## config.mk

```make
export PLATFORM = sky130hd
export DESIGN_NAME = pfa_find_free
export DESIGN_NICKNAME = d
export VERILOG_FILES = /design/src/pfa_pkg.sv /design/src/pfa_find_free.sv
export SDC_FILE = /design/constraint.sdc
export NUM_CORES = 1
export LEC_CHECK = 0
export ABC_CLOCK_PERIOD_IN_PS = 3000
export BUFFER_PORTS_ARGS = -buffer_cell sky130_fd_sc_hd__buf_4
export CAP_MARGIN = 20
export CORE_ASPECT_RATIO = 1.1
export CORE_MARGIN = 2
export CORE_UTILIZATION = 40
export DETAILED_ROUTE_END_ITERATION = 10
export GPL_ROUTABILITY_DRIVEN = 1
export PLACE_DENSITY_LB_ADDON = 0.05
export SYNTH_ARGS = -nofsm -noshare
export SYNTH_HDL_FRONTEND = slang
export SYNTH_SLANG_ARGS = --single-unit
```

## constraint.sdc

```tcl
create_clock -name vclk -period 3
set_clock_uncertainty 0.1 [all_clocks]
set_input_delay 0.45 -clock vclk [all_inputs]
set_output_delay 0.45 -clock vclk [all_outputs]
set_load 0.005 [all_outputs]
```

## src/pfa_pkg.sv

```systemverilog
// Shared constants, codes and types of the page frame allocator.
`default_nettype none

package pfa_pkg;

    // Default geometry
    localparam int PFA_MAX_PAGE_FRAMES = 4096;
    localparam int PFA_RESERVED_PAGES  = 256;
    localparam int PFA_PAGE_BYTES      = 4096;

    // Fixed field widths
    localparam int WORD_W       = 64;   // bits of the used map per memory word
    localparam int IDX_W        = 6;    // bit index within one word
    localparam int PA_W         = 24;   // physical page address on the result
    localparam int LIMIT_W      = 13;   // page_limit register
    localparam int DATA_W       = 64;   // address field and config data
    localparam int PAGE_BYTES_W = 17;   // holds any page size up to 65536
    localparam int CFG_IDX_W    = 1;

    // Command codes
    localparam logic CMD_ALLOC = 1'b0;
    localparam logic CMD_FREE  = 1'b1;

    // Configuration register indexes
    localparam logic [CFG_IDX_W-1:0] CFG_PAGE_LIMIT = 1'b0;
    localparam logic [CFG_IDX_W-1:0] CFG_VIRT_BASE  = 1'b1;

    typedef enum logic [2:0] {
        ST_INIT,
        ST_IDLE,
        ST_SCAN,
        ST_XLAT,
        ST_FREE_WR,
        ST_RESP
    } pfa_state_t;

    typedef enum logic [1:0] {
        XP_IDLE,
        XP_RANGE
    } xlat_phase_t;

    typedef struct packed {
        logic done;
        logic in_range;
    } xlat_status_t;

endpackage

`default_nettype wire

```

## src/pfa_find_free.sv

```systemverilog
// First free bit of one used-map word under a window mask.
`default_nettype none

module pfa_find_free (
    input  wire logic [pfa_pkg::WORD_W-1:0] word,
    input  wire logic [pfa_pkg::WORD_W-1:0] mask,
    output logic                            any,
    output logic [pfa_pkg::IDX_W-1:0]       idx,
    output logic [pfa_pkg::WORD_W-1:0]      lowest
);
    import pfa_pkg::*;

    logic [WORD_W-1:0] free;

    assign free   = ~word & mask;
    // isolate the lowest set bit
    assign lowest = free & (~free + WORD_W'(1));
    assign any    = |free;

    // encode the one-hot position
    always_comb begin
        idx = '0;
        for (int i = 0; i < WORD_W; i++) begin
            for (int b = 0; b < IDX_W; b++) begin
                if (i[b]) begin
                    idx[b] = idx[b] | lowest[i];
                end
            end
        end
    end

endmodule

`default_nettype wire

```

==> run_summary.xml <==
<?xml version="1.0" encoding="UTF-8"?>
<metrics>
  <group name="synth">
    <metric name="yosysTopAreaCellShare" unit="">0.123</metric>
    <metric name="synthTopCellsByArea" unit="">nor2b_1 (12%), nor2_1 (7.7%), nor4_4 (5.7%)</metric>
    <metric name="synth.net_count" unit="">459</metric>
    <metric name="avgSynthCellArea" unit="µm²">6.76</metric>
    <metric name="yosys.cell_types.count" unit="">66</metric>
    <metric name="synth_sequential_area_ratio" unit="">0</metric>
    <metric name="summed_instance_area_of_the_synthesized_netlist" unit="µm²">2240</metric>
    <metric name="synth_cells" unit="">331</metric>
    <metric name="synth.largest_area_cell" unit="">nor2b_1</metric>
    <metric name="yosys_warnings" unit="">0</metric>
  </group>
  <group name="worst_setup_path">
    <metric name="cp_data_arrival_time" unit="ns">2.56</metric>
    <metric name="timing.setup.critical_path_class" unit="">in -&gt; out</metric>
    <metric name="worstPathMaxFanout" unit="">3</metric>
    <metric name="worst-endpoint-required" unit="ns">2.45</metric>
    <metric name="start_kind" unit="">primary input</metric>
    <metric name="cp-end-kind" unit="">output port</metric>
  </group>
  <group name="power_and_ir_drop">
    <metric name="vdd_drop_max" unit="mV">0.0872</metric>
    <metric name="power_density" unit="nW/µm²">101</metric>
    <metric name="post-layout-total-power" unit="mW">0.478</metric>
    <metric name="static-leakage-power" unit="nW">2.42</metric>
  </group>
  <group name="global_route">
    <metric name="grt_max_degree" unit="">12</metric>
    <metric name="wire_length_of_the_first_global_routing_pass" unit="mm">17.3</metric>
    <metric name="overflow" unit="">0</metric>
    <metric name="number_of_antenna_violations_at_the_first_check_in_global_routing" unit="">0</metric>
    <metric name="first_global_vias" unit="">3803</metric>
    <metric name="grtUsageTotal" unit="">0.352</metric>
  </group>
  <group name="route">
    <metric name="postRouteWirelength" unit="mm">12.4</metric>
    <metric name="route.detailed.vias_per_inst" unit="">5.74</metric>
    <metric name="post-route-drc-count" unit="">0</metric>
    <metric name="ant_nets" unit="">0</metric>
    <metric name="firstDrtPassIters" unit="">5</metric>
    <metric name="drt_first_iter_violations" unit="">358</metric>
    <metric name="per_cell_routed_wire_length" unit="µm">17.8</metric>
    <metric name="num_vias" unit="">3992</metric>
  </group>
  <group name="finish">
    <metric name="fraction_of_layout_cells_with_a_size_suffix_above_1" unit="">0.602</metric>
    <metric name="syn_to_final_growth" unit="%">112</metric>
    <metric name="num_antenna_cells" unit="">0</metric>
    <metric name="total_non_filler_cell_area_in_the_finished_layout" unit="µm²">4740</metric>
    <metric name="final_cell_mix" unit="">buf_4 (287), nor2_1 (46), nor2b_1 (38)</metric>
    <metric name="final_core_utilization" unit="">0.878</metric>
    <metric name="filler_cell_count" unit="">303</metric>
    <metric name="seq_cells" unit="">0</metric>
    <metric name="final_common_cell" unit="">buf_4</metric>
    <metric name="final_net_count" unit="">751</metric>
    <metric name="seqCellArea" unit="µm²">0</metric>
    <metric name="n_clock_buffer" unit="">0</metric>
  </group>
  <group name="sta">
    <metric name="max_freq" unit="GHz">0.322</metric>
    <metric name="fin_crit_sh" unit="">1.04</metric>
    <metric name="hold_viol_final" unit="">0</metric>
    <metric name="hold-worst-slack" unit="ns">1.05</metric>
    <metric name="final-setup-viol-count" unit="">8</metric>
    <metric name="timing.final.max_slew_violations" unit="">0</metric>
    <metric name="max-slew-margin-rel" unit="">0.637</metric>
    <metric name="rsz_0062_raised_after_global_routing" unit="">true</metric>
    <metric name="layout_setup_ws" unit="ns">-0.109</metric>
    <metric name="final_period_minus_worst_setup_slack" unit="ns">3.11</metric>
    <metric name="tightest_slew" unit="ns">0.539</metric>
  </group>
  <group name="placement">
    <metric name="buffer_ports.inserted" unit="">199</metric>
    <metric name="pre_cts_slack" unit="ns">-0.151</metric>
    <metric name="hpwl" unit="mm">9.77</metric>
    <metric name="routabilityCongestion" unit="">0.996</metric>
    <metric name="dpl-instance-area" unit="µm²">4430</metric>
  </group>
  <group name="floorplan">
    <metric name="starting_density_of_the_core" unit="">0.415</metric>
    <metric name="dieHeight" unit="µm">82.5</metric>
    <metric name="core_area" unit="µm²">5400</metric>
    <metric name="die_area" unit="µm²">6210</metric>
    <metric name="num_io_pins" unit="">199</metric>
    <metric name="core_rows" unit="">28</metric>
    <metric name="width_of_the_die" unit="µm">75.3</metric>
  </group>
  <group name="worst_hold_path">
    <metric name="hold_path.class" unit="">in -&gt; out</metric>
  </group>
  <group name="outcome">
    <metric name="run_status" unit="">finished, violations left</metric>
    <metric name="failed_checks" unit="">setup timing</metric>
  </group>
  <group name="flow_run">
    <metric name="maxCapViolations" unit="">0</metric>
  </group>
  <group name="clock_tree">
    <metric name="postCtsHoldBufs" unit="">0</metric>
  </group>
</metrics>
cell usage after synthesis, types with 3 or more instances:
cell	count
or3_1	5
nor2b_1	44
or2_2	4
nor4_1	11
nor2_1	46
nor4b_4	3
nor2b_4	4
nor4_4	6
inv_1	13
nand3_1	20
nor4b_1	6
nor2b_2	3
buf_6	4
nor3_1	23
nand2b_1	20
nand2_1	23
nand4_1	10
or2b_2	4
and3_1	4
nand3b_1	4
nor3b_1	9
and4_1	3
o21ai_0	5
a21oi_1	3
critical path: stages:
cell,delay [ns]
buf_4,0.12
nor2b_1,0.16
nor4_4,0.32
nand4b_4,0.18
buf_12,0.16
or3_4,0.36
nor3_1,0.44
nor3_2,0.08
nand4_1,0.15
buf_4,0.13
report_power, final:
part | switching (mW) | internal [mW]
sequential | 0 | 0
combinational | 0.213 | 0.265
clock | 0 | 0
total | 0.213 | 0.265
area by class of cell:
cell class,count,area [µm²],area share
inverters,13,48.8,0.0103
multi-input cells,311,2320,0.490
repair buffers,297,2280,0.480
well taps,75,93.8,0.0198
final timing paths:
path	start	endpoint	slack, ns	cells past startpoint
worst max-delay path	mask[7]	idx[2]	-0.11	10
worst min-delay path	word[32]	lowest[32]	1.05	3
metrics by stage:
step | setup TNS [ns] | instances
3_5_place_dp | -0.537 | 686
2_1_floorplan | 0 | 331
3_3_place_gp | -0.240 | 686
6_report | -0.448 | 696
5_1_grt | -1.18 | 696
4_1_cts | 0 | 692
kinds of logic after synthesis:
| kind of cell | count (synthesis) | synth area share |
|---|---|---|
| and+or+nand+nor | 287 | 0.871 |
| AOI/OAI and AO/OA | 24 | 0.0794 |
| buffers and inverters | 20 | 0.0492 |
routing by layer:
metal,routed length [µm],up-vias,track usage,part of all wire
met5,0,-,0,0
met4,664,0,0.167,0.054
met3,1020,73,0.0510,0.082
met2,6650,298,0.686,0.54
met1,4080,1831,0.359,0.33
li1,-,1790,-,-
timing repair:
action,in CTS,in global routing
resized for setup,28,19
setup endpoints to repair,6,13
setup buffers,8,6
endpoints found under the hold margin,0,0
pin swaps,16,14
Power figures use the tool's default switching activity.
