[src/pfa_pkg.sv]
// Shared constants, codes and types of the page frame allocator.
`default_nettype none

package pfa_pkg;

    // Default geometry
    localparam int PFA_MAX_PAGE_FRAMES = 4096;
    localparam int PFA_RESERVED_PAGES  = 256;
    localparam int PFA_PAGE_BYTES      = 4096;

    // Fixed field widths
    localparam int WORD_W       = 64;   // bits of the used map per memory word
    localparam int IDX_W        = 6;    // bit index within one word
    localparam int PA_W         = 24;   // physical page address on the result
    localparam int LIMIT_W      = 13;   // page_limit register
    localparam int DATA_W       = 64;   // address field and config data
    localparam int PAGE_BYTES_W = 17;   // holds any page size up to 65536
    localparam int CFG_IDX_W    = 1;

    // Command codes
    localparam logic CMD_ALLOC = 1'b0;
    localparam logic CMD_FREE  = 1'b1;

    // Configuration register indexes
    localparam logic [CFG_IDX_W-1:0] CFG_PAGE_LIMIT = 1'b0;
    localparam logic [CFG_IDX_W-1:0] CFG_VIRT_BASE  = 1'b1;

    typedef enum logic [2:0] {
        ST_INIT,
        ST_IDLE,
        ST_SCAN,
        ST_XLAT,
        ST_FREE_WR,
        ST_RESP
    } pfa_state_t;

    typedef enum logic [1:0] {
        XP_IDLE,
        XP_RANGE
    } xlat_phase_t;

    typedef struct packed {
        logic done;
        logic in_range;
    } xlat_status_t;

endpackage

`default_nettype wire

[src/pfa_xlat.sv]
// Free address translation: virtual base removal, range check, frame extraction.
`default_nettype none

module pfa_xlat #(
    parameter int MAX_PAGE_FRAMES = pfa_pkg::PFA_MAX_PAGE_FRAMES,
    parameter int PAGE_BYTES      = pfa_pkg::PFA_PAGE_BYTES,
    parameter int FRAME_W         = 12
) (
    input  wire logic                       aclk,
    input  wire logic                       aresetn,
    input  wire logic                       start,
    input  wire logic [pfa_pkg::DATA_W-1:0] address,
    input  wire logic [pfa_pkg::DATA_W-1:0] virt_base,
    output pfa_pkg::xlat_status_t           status,
    output logic      [FRAME_W-1:0]         frame
);
    import pfa_pkg::*;

    localparam int PAGE_SHIFT = $clog2(PAGE_BYTES);
    localparam logic [DATA_W-1:0] LIMIT_BYTES = DATA_W'(MAX_PAGE_FRAMES) * DATA_W'(PAGE_BYTES);

    xlat_phase_t        phase_reg, phase_next;
    logic [DATA_W-1:0]  phys_reg, phys_next;
    logic [FRAME_W-1:0] frame_reg, frame_next;
    logic               done_reg, done_next;
    logic               in_range_reg, in_range_next;
    logic               in_limit;

    assign in_limit = phys_reg < LIMIT_BYTES;

    always_comb begin
        phase_next = phase_reg;
        unique case (phase_reg)
            XP_IDLE: begin
                if (start) begin
                    phase_next = XP_RANGE;
                end
            end
            XP_RANGE: phase_next = XP_IDLE;
            default:  phase_next = XP_IDLE;
        endcase
    end

    always_comb begin
        phys_next     = phys_reg;
        frame_next    = frame_reg;
        done_next     = 1'b0;
        in_range_next = in_range_reg;
        unique case (phase_reg)
            XP_IDLE: begin
                if (start) begin
                    phys_next = (address > virt_base) ? address - virt_base : address;
                end
            end
            XP_RANGE: begin
                // page size is a power of two: the frame sits above the offset bits
                frame_next    = phys_reg[PAGE_SHIFT +: FRAME_W];
                in_range_next = in_limit;
                done_next     = 1'b1;
            end
            default: begin
                done_next = 1'b0;
            end
        endcase
    end

    always_ff @(posedge aclk) begin
        if (!aresetn) begin
            phase_reg <= XP_IDLE;
            done_reg  <= 1'b0;
        end else begin
            phase_reg <= phase_next;
            done_reg  <= done_next;
        end
    end

    always_ff @(posedge aclk) begin
        phys_reg     <= phys_next;
        frame_reg    <= frame_next;
        in_range_reg <= in_range_next;
    end

    assign status = '{done: done_reg, in_range: in_range_reg};
    assign frame  = frame_reg;

endmodule

`default_nettype wire

[config.mk]
export PLATFORM = sky130hd
export DESIGN_NAME = pfa_xlat
export DESIGN_NICKNAME = d
export VERILOG_FILES = /design/src/pfa_pkg.sv /design/src/pfa_xlat.sv
export SDC_FILE = /design/constraint.sdc
export NUM_CORES = 1
export LEC_CHECK = 0
export BUFFER_PORTS_ARGS = -buffer_cell sky130_fd_sc_hd__buf_4
export CAP_MARGIN = 0
export CORE_MARGIN = 2
export CORE_UTILIZATION = 60
export DETAILED_ROUTE_END_ITERATION = 6
export GPL_TIMING_DRIVEN = 0
export HOLD_SLACK_MARGIN = 0.15
export PLACE_DENSITY = 0.85
export SETUP_SLACK_MARGIN = 0.5
export SLEW_MARGIN = 10
export SYNTH_ARGS = -nofsm -noshare
export SYNTH_HDL_FRONTEND = slang
export SYNTH_SLANG_ARGS = --single-unit
export TNS_END_PERCENT = 10
[constraint.sdc]
create_clock -name aclk -period 6.55 [get_ports aclk]
set_input_delay 1.31 -clock aclk [delete_from_list [all_inputs] [get_ports aclk]]
set_output_delay 1.31 -clock aclk [all_outputs]
set_load 0.05 [all_outputs]
==> results of run 1 <==
worst register-to-register path: stages (launching register included):
cell	delay, ps
dfxtp_1	570
nor2b_4	660
buf_12	290
layout make-up:
cell class / instances / area, um^2 / area share (%)
multi-input cells: 629 / 4070 / 50.7
flip-flops and latches: 67 / 1990 / 24.8
repair buffers: 145 / 1100 / 13.7
inverters: 83 / 312 / 3.87
plain buffers: 39 / 180 / 2.24
well taps: 140 / 175 / 2.18
clock buffers: 9 / 124 / 1.54
clock inverters: 7 / 82.6 / 1.03
stage by stage:
stage	setup slack, ps	hold slack (ps)	cells	power (mW)	utilization (%)
floorplan	2450	400	818	0.934	-
global placement	1310	402	1102	1.10	72.6
detailed placement	1830	405	1103	1.11	72.9
CTS	2210	425	1119	1.48	74.8
global route	1890	430	1119	1.57	74.8
finish	2160	424	1119	1.48	74.8
power breakdown:
| group | leakage [nW] | total [mW] | switching, mW | internal (mW) |
|---|---|---|---|---|
| Clock | 0.0984 | 0.369 | 0.187 | 0.182 |
| Sequential | 0.644 | 0.546 | 0.0146 | 0.531 |
| Combinational | 2.90 | 0.569 | 0.335 | 0.234 |
| Total | 3.64 | 1.48 | 0.537 | 0.946 |
logic make-up (layout without fill, tap and decap cells):
kind of cell / count (synthesis) / count (layout) / share of synthesized area [%]
adders and majority gates: 64 / 64 / 12.2
and+or+nand+nor: 248 / 248 / 17.8
xor gates and xnor gates: 47 / 47 / 6.28
muxes: 2 / 2 / 0.344
buffers and inverters: 122 / 283 / 7.51
DFF: 67 / 67 / 30.4
AOI/OAI and AO/OA: 268 / 268 / 25.4
worst max-delay path by stage:
stage | from | end | slack [ps] | depth (start not counted)
final | address[38] | phys_reg[59] | 2160 | 13
after global routing | address[57] | phys_reg[54] | 1890 | 13
after CTS | address[38] | phys_reg[59] | 2210 | 13
after detailed placement | address[38] | phys_reg[59] | 1830 | 13
after global placement | start | phys_reg[51] | 1310 | 2
after floorplan | start | phys_reg[12] | 2450 | 1
cells in the final DEF, fill, tap and decap left out, types with 10 or more instances in the layout:
cell / netlist / final
ha_1: 64 / 64
edfxtp_1: 65 / 65
xnor2_1: 25 / 25
a21o_1: 22 / 22
buf_2: 18 / 18
o21ai_0: 85 / 85
a21oi_1: 82 / 82
xor2_1: 22 / 22
nor3_1: 17 / 17
nand4_1: 26 / 26
nor4_1: 11 / 11
nand2_1: 106 / 106
nor2_1: 42 / 42
inv_1: 83 / 83
buf_4: 3 / 147
nand3_1: 10 / 10
clkbuf_1: 18 / 18
per-layer routing:
layer / GRT usage (%) / part of all wire [%] / routed length, um
met4: 9.71 / 1.7 / 301
met1: 43.4 / 46 / 8210
met2: 51.2 / 46 / 8140
met3: 3.44 / 6.7 / 1200
met5: 0 / 0 / 0
==> run metrics, run 1 <==
Tcrit/Tclk final between 60% and 70%; DR WL/cell 16.0 um; Min Clock Period, post-route ~4400 ps; ys flop type edfxtp_1; CTS Buffer Depth 2; GPL Wtd Cong 0.972; setup TNS 0 ps; DRC errors left 0; hold_sp phys_reg[16]; Tot GR Track Use 31.2%; worst vdd rail ir drop ~0.00011 V; total CTS buffers 9; CTS tree yes; RSZ-0062 raised after global routing false; Worst-path clk slew approximately 90 ps; Cells after Synth 818; layout cell share with drive strength beyond 1 20.5%; outcome complete, no violations; P per Cell Area 185 nW/um^2; area grow syn2layout 22.8%; Core Rows 38; # setup viols final 0; CP Capture Type register; Die X-Extent approximately 110 um; placed cell areas ~8000 um^2; CP Class input pin to register; Synth area leader edfxtp_1; Mapped Area approximately 6600 um^2; first-pass GRT wire length 28,900 um; total number of vias 6,545; RR Endpoint phys_reg[42]; H-tree Lvls 3; slowest stage cell, crit path o41ai_1; pin count of the biggest net entering global routing 33; Hold Buf Count CTS 0; post-CTS setup buffers 0; final slew viol count 0; Starting Density 61.0%; Startpoint Class input pin; crit path buf inv count 4; GR Overflow Total 0; EDFF count, synth 65; I/O pin cnt 145; Synth async-reset ratio 0%; Clock Root Buffer clkbuf_8; Routed WL 17,900 um; max frequency 228 MHz; Yosys cell types 63; worst r2r src phase_reg[0]; WP data arrival 4470 ps; critical path cell sequence buf_4 > ha_1 > clkbuf_1 > nand4_1 > nor4_1 > a22oi_1 > a21oi_1 > o21ai_0 > a21oi_1 > o21ai_1 > buf_2 > buf_4 > o41ai_1; P_leak 3.64 nW; CP max FO 10; die area 11,800 um^2; R2R cell count 2; initial antenna violation count 0; Port Buffers approximately 140; top cell type's share of synthesized area between 20 and 30%; WHS Path Cells 0; # fillers 816; Die Y 108 um; Synth area leaders edfxtp_1, ha_1, o21ai_0; ANT cells 0; max-cap violation count 0; CP delay by family, top compound AO/OA/AOI/OAI gates; vias in the first global route 6,136; count leader, synth nand2_1; sequential area share after synthesis 30.4%; R2R setup slack 4700 ps; Synth Area per Inst between 8 and 9 um^2; Fin Clk Skew 17.9 ps; max_slew headroom 47.3%; Post-Synthesis Net Count a little over 1k; clk sinks 67; critical path's largest stage delay 630 ps; number of synthesized register bits 67; hpwl dp ~15,000 um; Synth Warn # 0; initial DRC count roughly 420; Worst-Margin Slew 789 ps; final hold violation count 0; Clock Latency Late Sink 370 ps; Post-DRT Antenna Nets 0; fin nets approximately 1.2k; Tightest Hold Check Type register to register; total core area 10,700 um^2; DR vias/cell 5.85; max FFs per register between 50 and 60; CP required 6630 ps; post-cts sizing count 0; synth cell count leaders nand2_1, o21ai_0, inv_1; Worst Hold End frame[4]; final instance area 8040 um^2; drt pass-1 iters 5
No activity file was read; power rests on OpenSTA's default activity.
==> run 2, diff against run 1 <==
Settings changed: CORE_UTILIZATION 60 to 51, PLACE_DENSITY 0.85 to 0.77.
Clock period 6.55 ns to 3.77 ns, I/O delays scaled along.
==> run 2 against run 1 <==
Net effect:
- die area up 17%
- final area increased by 7.4%
- core utilization decreased by 6.1 points
- combinational power increased by 90%
==> run metrics, run 2 (synthesized netlist as in run 1, its figures left out) <==
final cell count without fillers 1,169; clk sinks 67; slowest stage cell, crit path o41ai_4; Setup Slack @ Placement -436 ps; total number of vias 6,730; max-cap violation count 0; Tcrit/Tclk final 86.2%; Port Buffers ~140; pin count of the biggest net entering global routing 31; Hold Buf Count CTS 0; vias in the first global route between 6k and 7k; Startpoint Class input pin; RR Endpoint phys_reg[50]; DR WL/cell between 15 and 20 um; max frequency 308 MHz; Fin Clk Skew 5.60 ps; RSZ-0062 raised after global routing true; CP Class input pin to register; number of stages on the worst setup path 13; Setup crit start address[18]; first-pass GRT wire length approximately 29,000 um; Tightest Hold Check Type register to register; cell mode on critical path buf_4; Inst Count DP around 1.1k; max FFs per register 52; Die Y 117 um; Tot GR Track Use between 20% and 30%; initial antenna violation count 0; Worst-Margin Slew ~750 ps; DRC errors left 0; Starting Density 52.1%; P_leak 3.88 nW; crit path buf inv count 2; Routed WL ~18,000 um; most frequent cells in the layout buf_4, nand2_1, inv_1; H-tree Lvls 3; ANT cells 0; CP delay by family, top compound AO/OA/AOI/OAI gates; Post-DRT Antenna Nets 0; CP max FO 8; I/O pin cnt around 150; WP data arrival roughly 3300 ps; # setup viols final 0; Min Clock Period, post-route between 3000 and 4000 ps; final slew viol count 0; CP Capture Type register; WHS 418 ps; Worst-path clk slew 60 ps; DR vias/cell 5.76; layout cell share with drive strength beyond 1 27.1%; worst vdd rail ir drop between 0.0002 and 0.00025 V; fin nets 1,187; final hold violation count 0; Core Rows about 40; outcome complete, no violations; Clock Latency Late Sink 340 ps; P per Cell Area 336 nW/um^2; R2R cell count 2; CTS tree yes; area grow syn2layout 31.9%; Setup crit end phys_reg[62]; drt pass-1 iters 5; die area 13,800 um^2; CTS Buffer Depth 2; final worst slack 518 ps; GR Overflow Total 0; critical path cell sequence buf_4 > ha_1 > buf_4 > and4_1 > nand3_2 > nor3_2 > a21boi_4 > nor2_4 > o41ai_4 > a41oi_2 > o21bai_1 > xnor2_1 > o21ai_1; hpwl dp 14,300 um; leading cell type in the layout, fill and taps excluded buf_4; total core area 12,600 um^2; CP required about 3900 ps; total CTS buffers 9; Clock Root Buffer clkbuf_16; R2R setup slack 1910 ps; critical path's largest stage delay around 450 ps; Die X-Extent 117 um; GPL Wtd Cong roughly 0.95; max_slew headroom about half; worst r2r src phase_reg[0]; Tot Pwr roughly 2.9 mW; initial DRC count 637
-- run 2: cell count changes in the layout (fill, tap and decap cells not counted), sizes merged --
cell      before  now
clkinv         1    3
inv           86   84
buf          166  185
clkinvlp       2    1
-- run 2: repair_timing --
action | in CTS | in global routing
gates resized for setup | 16 | 81
buffers inserted | 4 | 13
endpoints found under the hold margin | 0 | 0
cloned | 0 | 1
endpoints found under the setup margin | 52 | 52
pin swaps | 4 | 23
-- run 2: how the worst min path moves through the flow --
stage | from | to | cells after the start
CTS | phys_reg[21] | frame[9] | 0
global placement | phys_reg[23] | frame[11] | 0
detailed placement | phys_reg[21] | frame[9] | 0
finish | phys_reg[23] | frame[11] | 0
global route | phys_reg[19] | frame[7] | 0
floorplan | phys_reg[12] | frame[0] | 0
-- run 2: area by class of cell --
type	count	area [um^2]
buffer	39	233
clock buffer	10	239
clock inverter	6	72.6
fill	1054	3930
inverter	83	312
multi-input combinational	629	4340
sequential	67	1990
tap	172	215
timing repair buffer	163	1240
-- run 2: power by group --
group / internal [mW] / switching (mW) / total (mW)
combinational: 0.460 / 0.623 / 1.08
sequential: 0.924 / 0.0236 / 0.948
clock: 0.535 / 0.333 / 0.868
-- run 2: layer usage --
layer,vias up,wire length [um],GRT usage (%)
met4,0,354,9.79
met1,3095,8300,35.7
li1,3313,-,-
met5,-,0,0
met3,28,1350,3.50
met2,294,8260,39.1
-- run 2: through the flow --
step / TNS (ps) / utilization (%) / cell area, um^2
6_report: 0 / 68.7 / 8640
5_1_grt: 0 / 68.7 / 8640
4_1_cts: 0 / 66.0 / 8300
3_5_place_dp: -7270 / 62.6 / 7870
3_3_place_gp: -6260 / 62.4 / 7850
2_1_floorplan: 0 / - / 6550
==> run 3, diff against run 2 <==
Settings changed: ABC_AREA set to 1, CORE_UTILIZATION 51 to 54, PLACE_DENSITY 0.77 to 0.78.
==> run 3 against run 2 <==
Net effect:
- worst setup slack better by 5.1 ps
- hold slack better by 0.70 ps
- critical endpoint unchanged
- area after synthesis up 40%
==> run metrics, run 3 <==
WHS 418 ps; GR Overflow Total 0; post-cts sizing count 0; Routed WL 30,700 um; pin count of the biggest net entering global routing 36; number of synthesized register bits 67; Starting Density between 50% and 60%; Startpoint Class input pin; synth cell count leaders nand2_1, inv_1, nor2_1; ys flop type edfxtp_1; # fillers 1,669; Worst-path clk slew 60 ps; max frequency 308 MHz; Port Buffers 144; outcome complete, no violations; area grow syn2layout 18.4%; Cells after Synth 1,658; Worst-Margin Slew 766 ps; DR vias/cell 5.11; Inst Count DP 2,023; GPL Wtd Cong 1.07; initial antenna violation count 3; CP max FO 10; final hold violation count 0; drt pass-1 iters 5; # setup viols final 0; P_leak 6.77 nW; max-cap violation count 0; max_slew headroom 48.9%; Hold Buf Count CTS 0; fin nets 2,009; CP required 3930 ps; DR WL/cell roughly 15 um; final core area utilization roughly 66%; clk sinks 67; Fin Clk Skew 5.67 ps; RSZ-0062 raised after global routing false; total number of vias 10.4k; total CTS buffers 9; Synth Area per Inst between 5 and 6 um^2; critical path cell sequence buf_4 > ha_1 > nand2_1 > inv_1 > a21oi_1 > o21ai_1 > nand2_1 > nand2_1 > a21oi_2 > nand2_2 > nand2_2 > buf_2 > nand2_1 > nand2_1; I/O pin cnt 145; vias in the first global route just under 10k; final cell count without fillers approximately 2.0k; FF/Latch Area 1990 um^2; top cell type's share of synthesized area 30.4%; most frequent cells in the layout nand2_1, inv_1, buf_4; Tot GR Track Use 34.7%; Clock Root Buffer clkbuf_16; sequential area share after synthesis 21.7%; P per Cell Area between 200 and 300 nW/um^2; Synth area leader nand2_1; CP Capture Type register; initial DRC count 1,071; die area 18,100 um^2; layout cell share with drive strength beyond 1 12.7%; Die Y 134 um; CTS tree yes; total core area 16,600 um^2; first-pass GRT wire length about 48,000 um; EDFF count, synth 65; critical path's largest stage delay 380 ps; Synth async-reset ratio 0%; worst vdd rail ir drop 0.000247 V; Yosys cell types 35; Tot Pwr around 3.2 mW; Min Clock Period, post-route between 3000 and 4000 ps; count leader, synth nand2_1; Mapped Area 9180 um^2; post-CTS setup buffers 0; WP data arrival 3410 ps; Clock Latency Late Sink 330 ps; final slew viol count 0; Die X-Extent between 100 and 150 um; leading cell type in the layout, fill and taps excluded nand2_1; CTS Buffer Depth 2; H-tree Lvls 3; slowest stage cell, crit path ha_1; Tightest Hold Check Type register to register; Post-Synthesis Net Count roughly 1.9k; cell mode on critical path nand2_1; Multi-input gate area 5590 um^2; setup TNS 0 ps; Core Rows 47; Synth area leaders nand2_1, edfxtp_1, inv_1; Post-DRT Antenna Nets 0; CP Class input pin to register; Tcrit/Tclk final 86.1%; DRC errors left 0; hpwl dp between 20,000 and 30,000 um; Synth Warn # 0; max FFs per register between 50 and 60
[run 3: cell types whose count changed in the layout (fill, tap and decap cells not counted), moves of 8 or more]
cell	change
clkbuf_2	-8
inv_1	+310
a21oi_1	-27
o21ai_0	-77
nand2b_1	-9
buf_4	-23
nor2_1	+66
nand2_2	+31
nand3_1	+74
xnor2_1	-25
a21o_1	-21
nand2_1	+638
[run 3: final timing paths]
path,start,end,slack [ps],cells after the start
setup / recovery,address[51],phys_reg[62],520,14
hold / removal,phys_reg[14],frame[2],420,0
setup reg to reg,phase_reg[0],phys_reg[57],2030,2
hold reg to reg,phys_reg[14],frame[2],420,0
[run 3: layer usage]
layer | part of all wire (%) | global-route usage, % | vias up
met5 | 0.039 | 0 | -
met4 | 3.2 | 11.9 | 2
met3 | 10 | 6.54 | 71
met2 | 43 | 54.2 | 468
met1 | 44 | 48.3 | 4599
li1 | - | - | 5280
[run 3: through the flow]
step | instance area (um^2) | setup slack (ps)
6_report | 10900 | 523
5_1_grt | 10900 | 506
4_1_cts | 10900 | 675
3_5_place_dp | 10600 | 361
3_3_place_gp | 10500 | 365
2_1_floorplan | 9180 | 1130
[run 3: critical path: cells and delay by family]
family | cells | cell delay, ps
buffers and inverters | 3 | 550
and+or+nand+nor | 7 | 1120
AOI/OAI and AO/OA | 3 | 590
adders and majority gates | 1 | 380
[run 3: logic make-up after synthesis]
family / synth area share [%]
buf+inv: 17.5
xor+xnor: 1.81
simple gates: 46.8
compound gates: 3.49
flops: 21.7
fa+ha+maj: 8.72
[run 3: cell type report]
| cell class | instances | share of cell area, % |
|---|---|---|
| Multi-Input combinational cell | 1178 | 51.4 |
| Sequential cell | 67 | 18.3 |
| Inverter | 400 | 13.8 |
| Timing Repair Buffer | 145 | 10.1 |
| Tap cell | 220 | 2.53 |
| Clock buffer | 9 | 2.07 |
| Buffer | 13 | 0.967 |
| Clock inverter | 7 | 0.679 |
| Antenna cell | 2 | 0.0460 |
[run 3: power by group]
group / switching (mW) / internal, mW / total (mW)
registers: 0.0230 / 0.922 / 0.945
logic: 0.913 / 0.467 / 1.38
clock network: 0.333 / 0.515 / 0.848
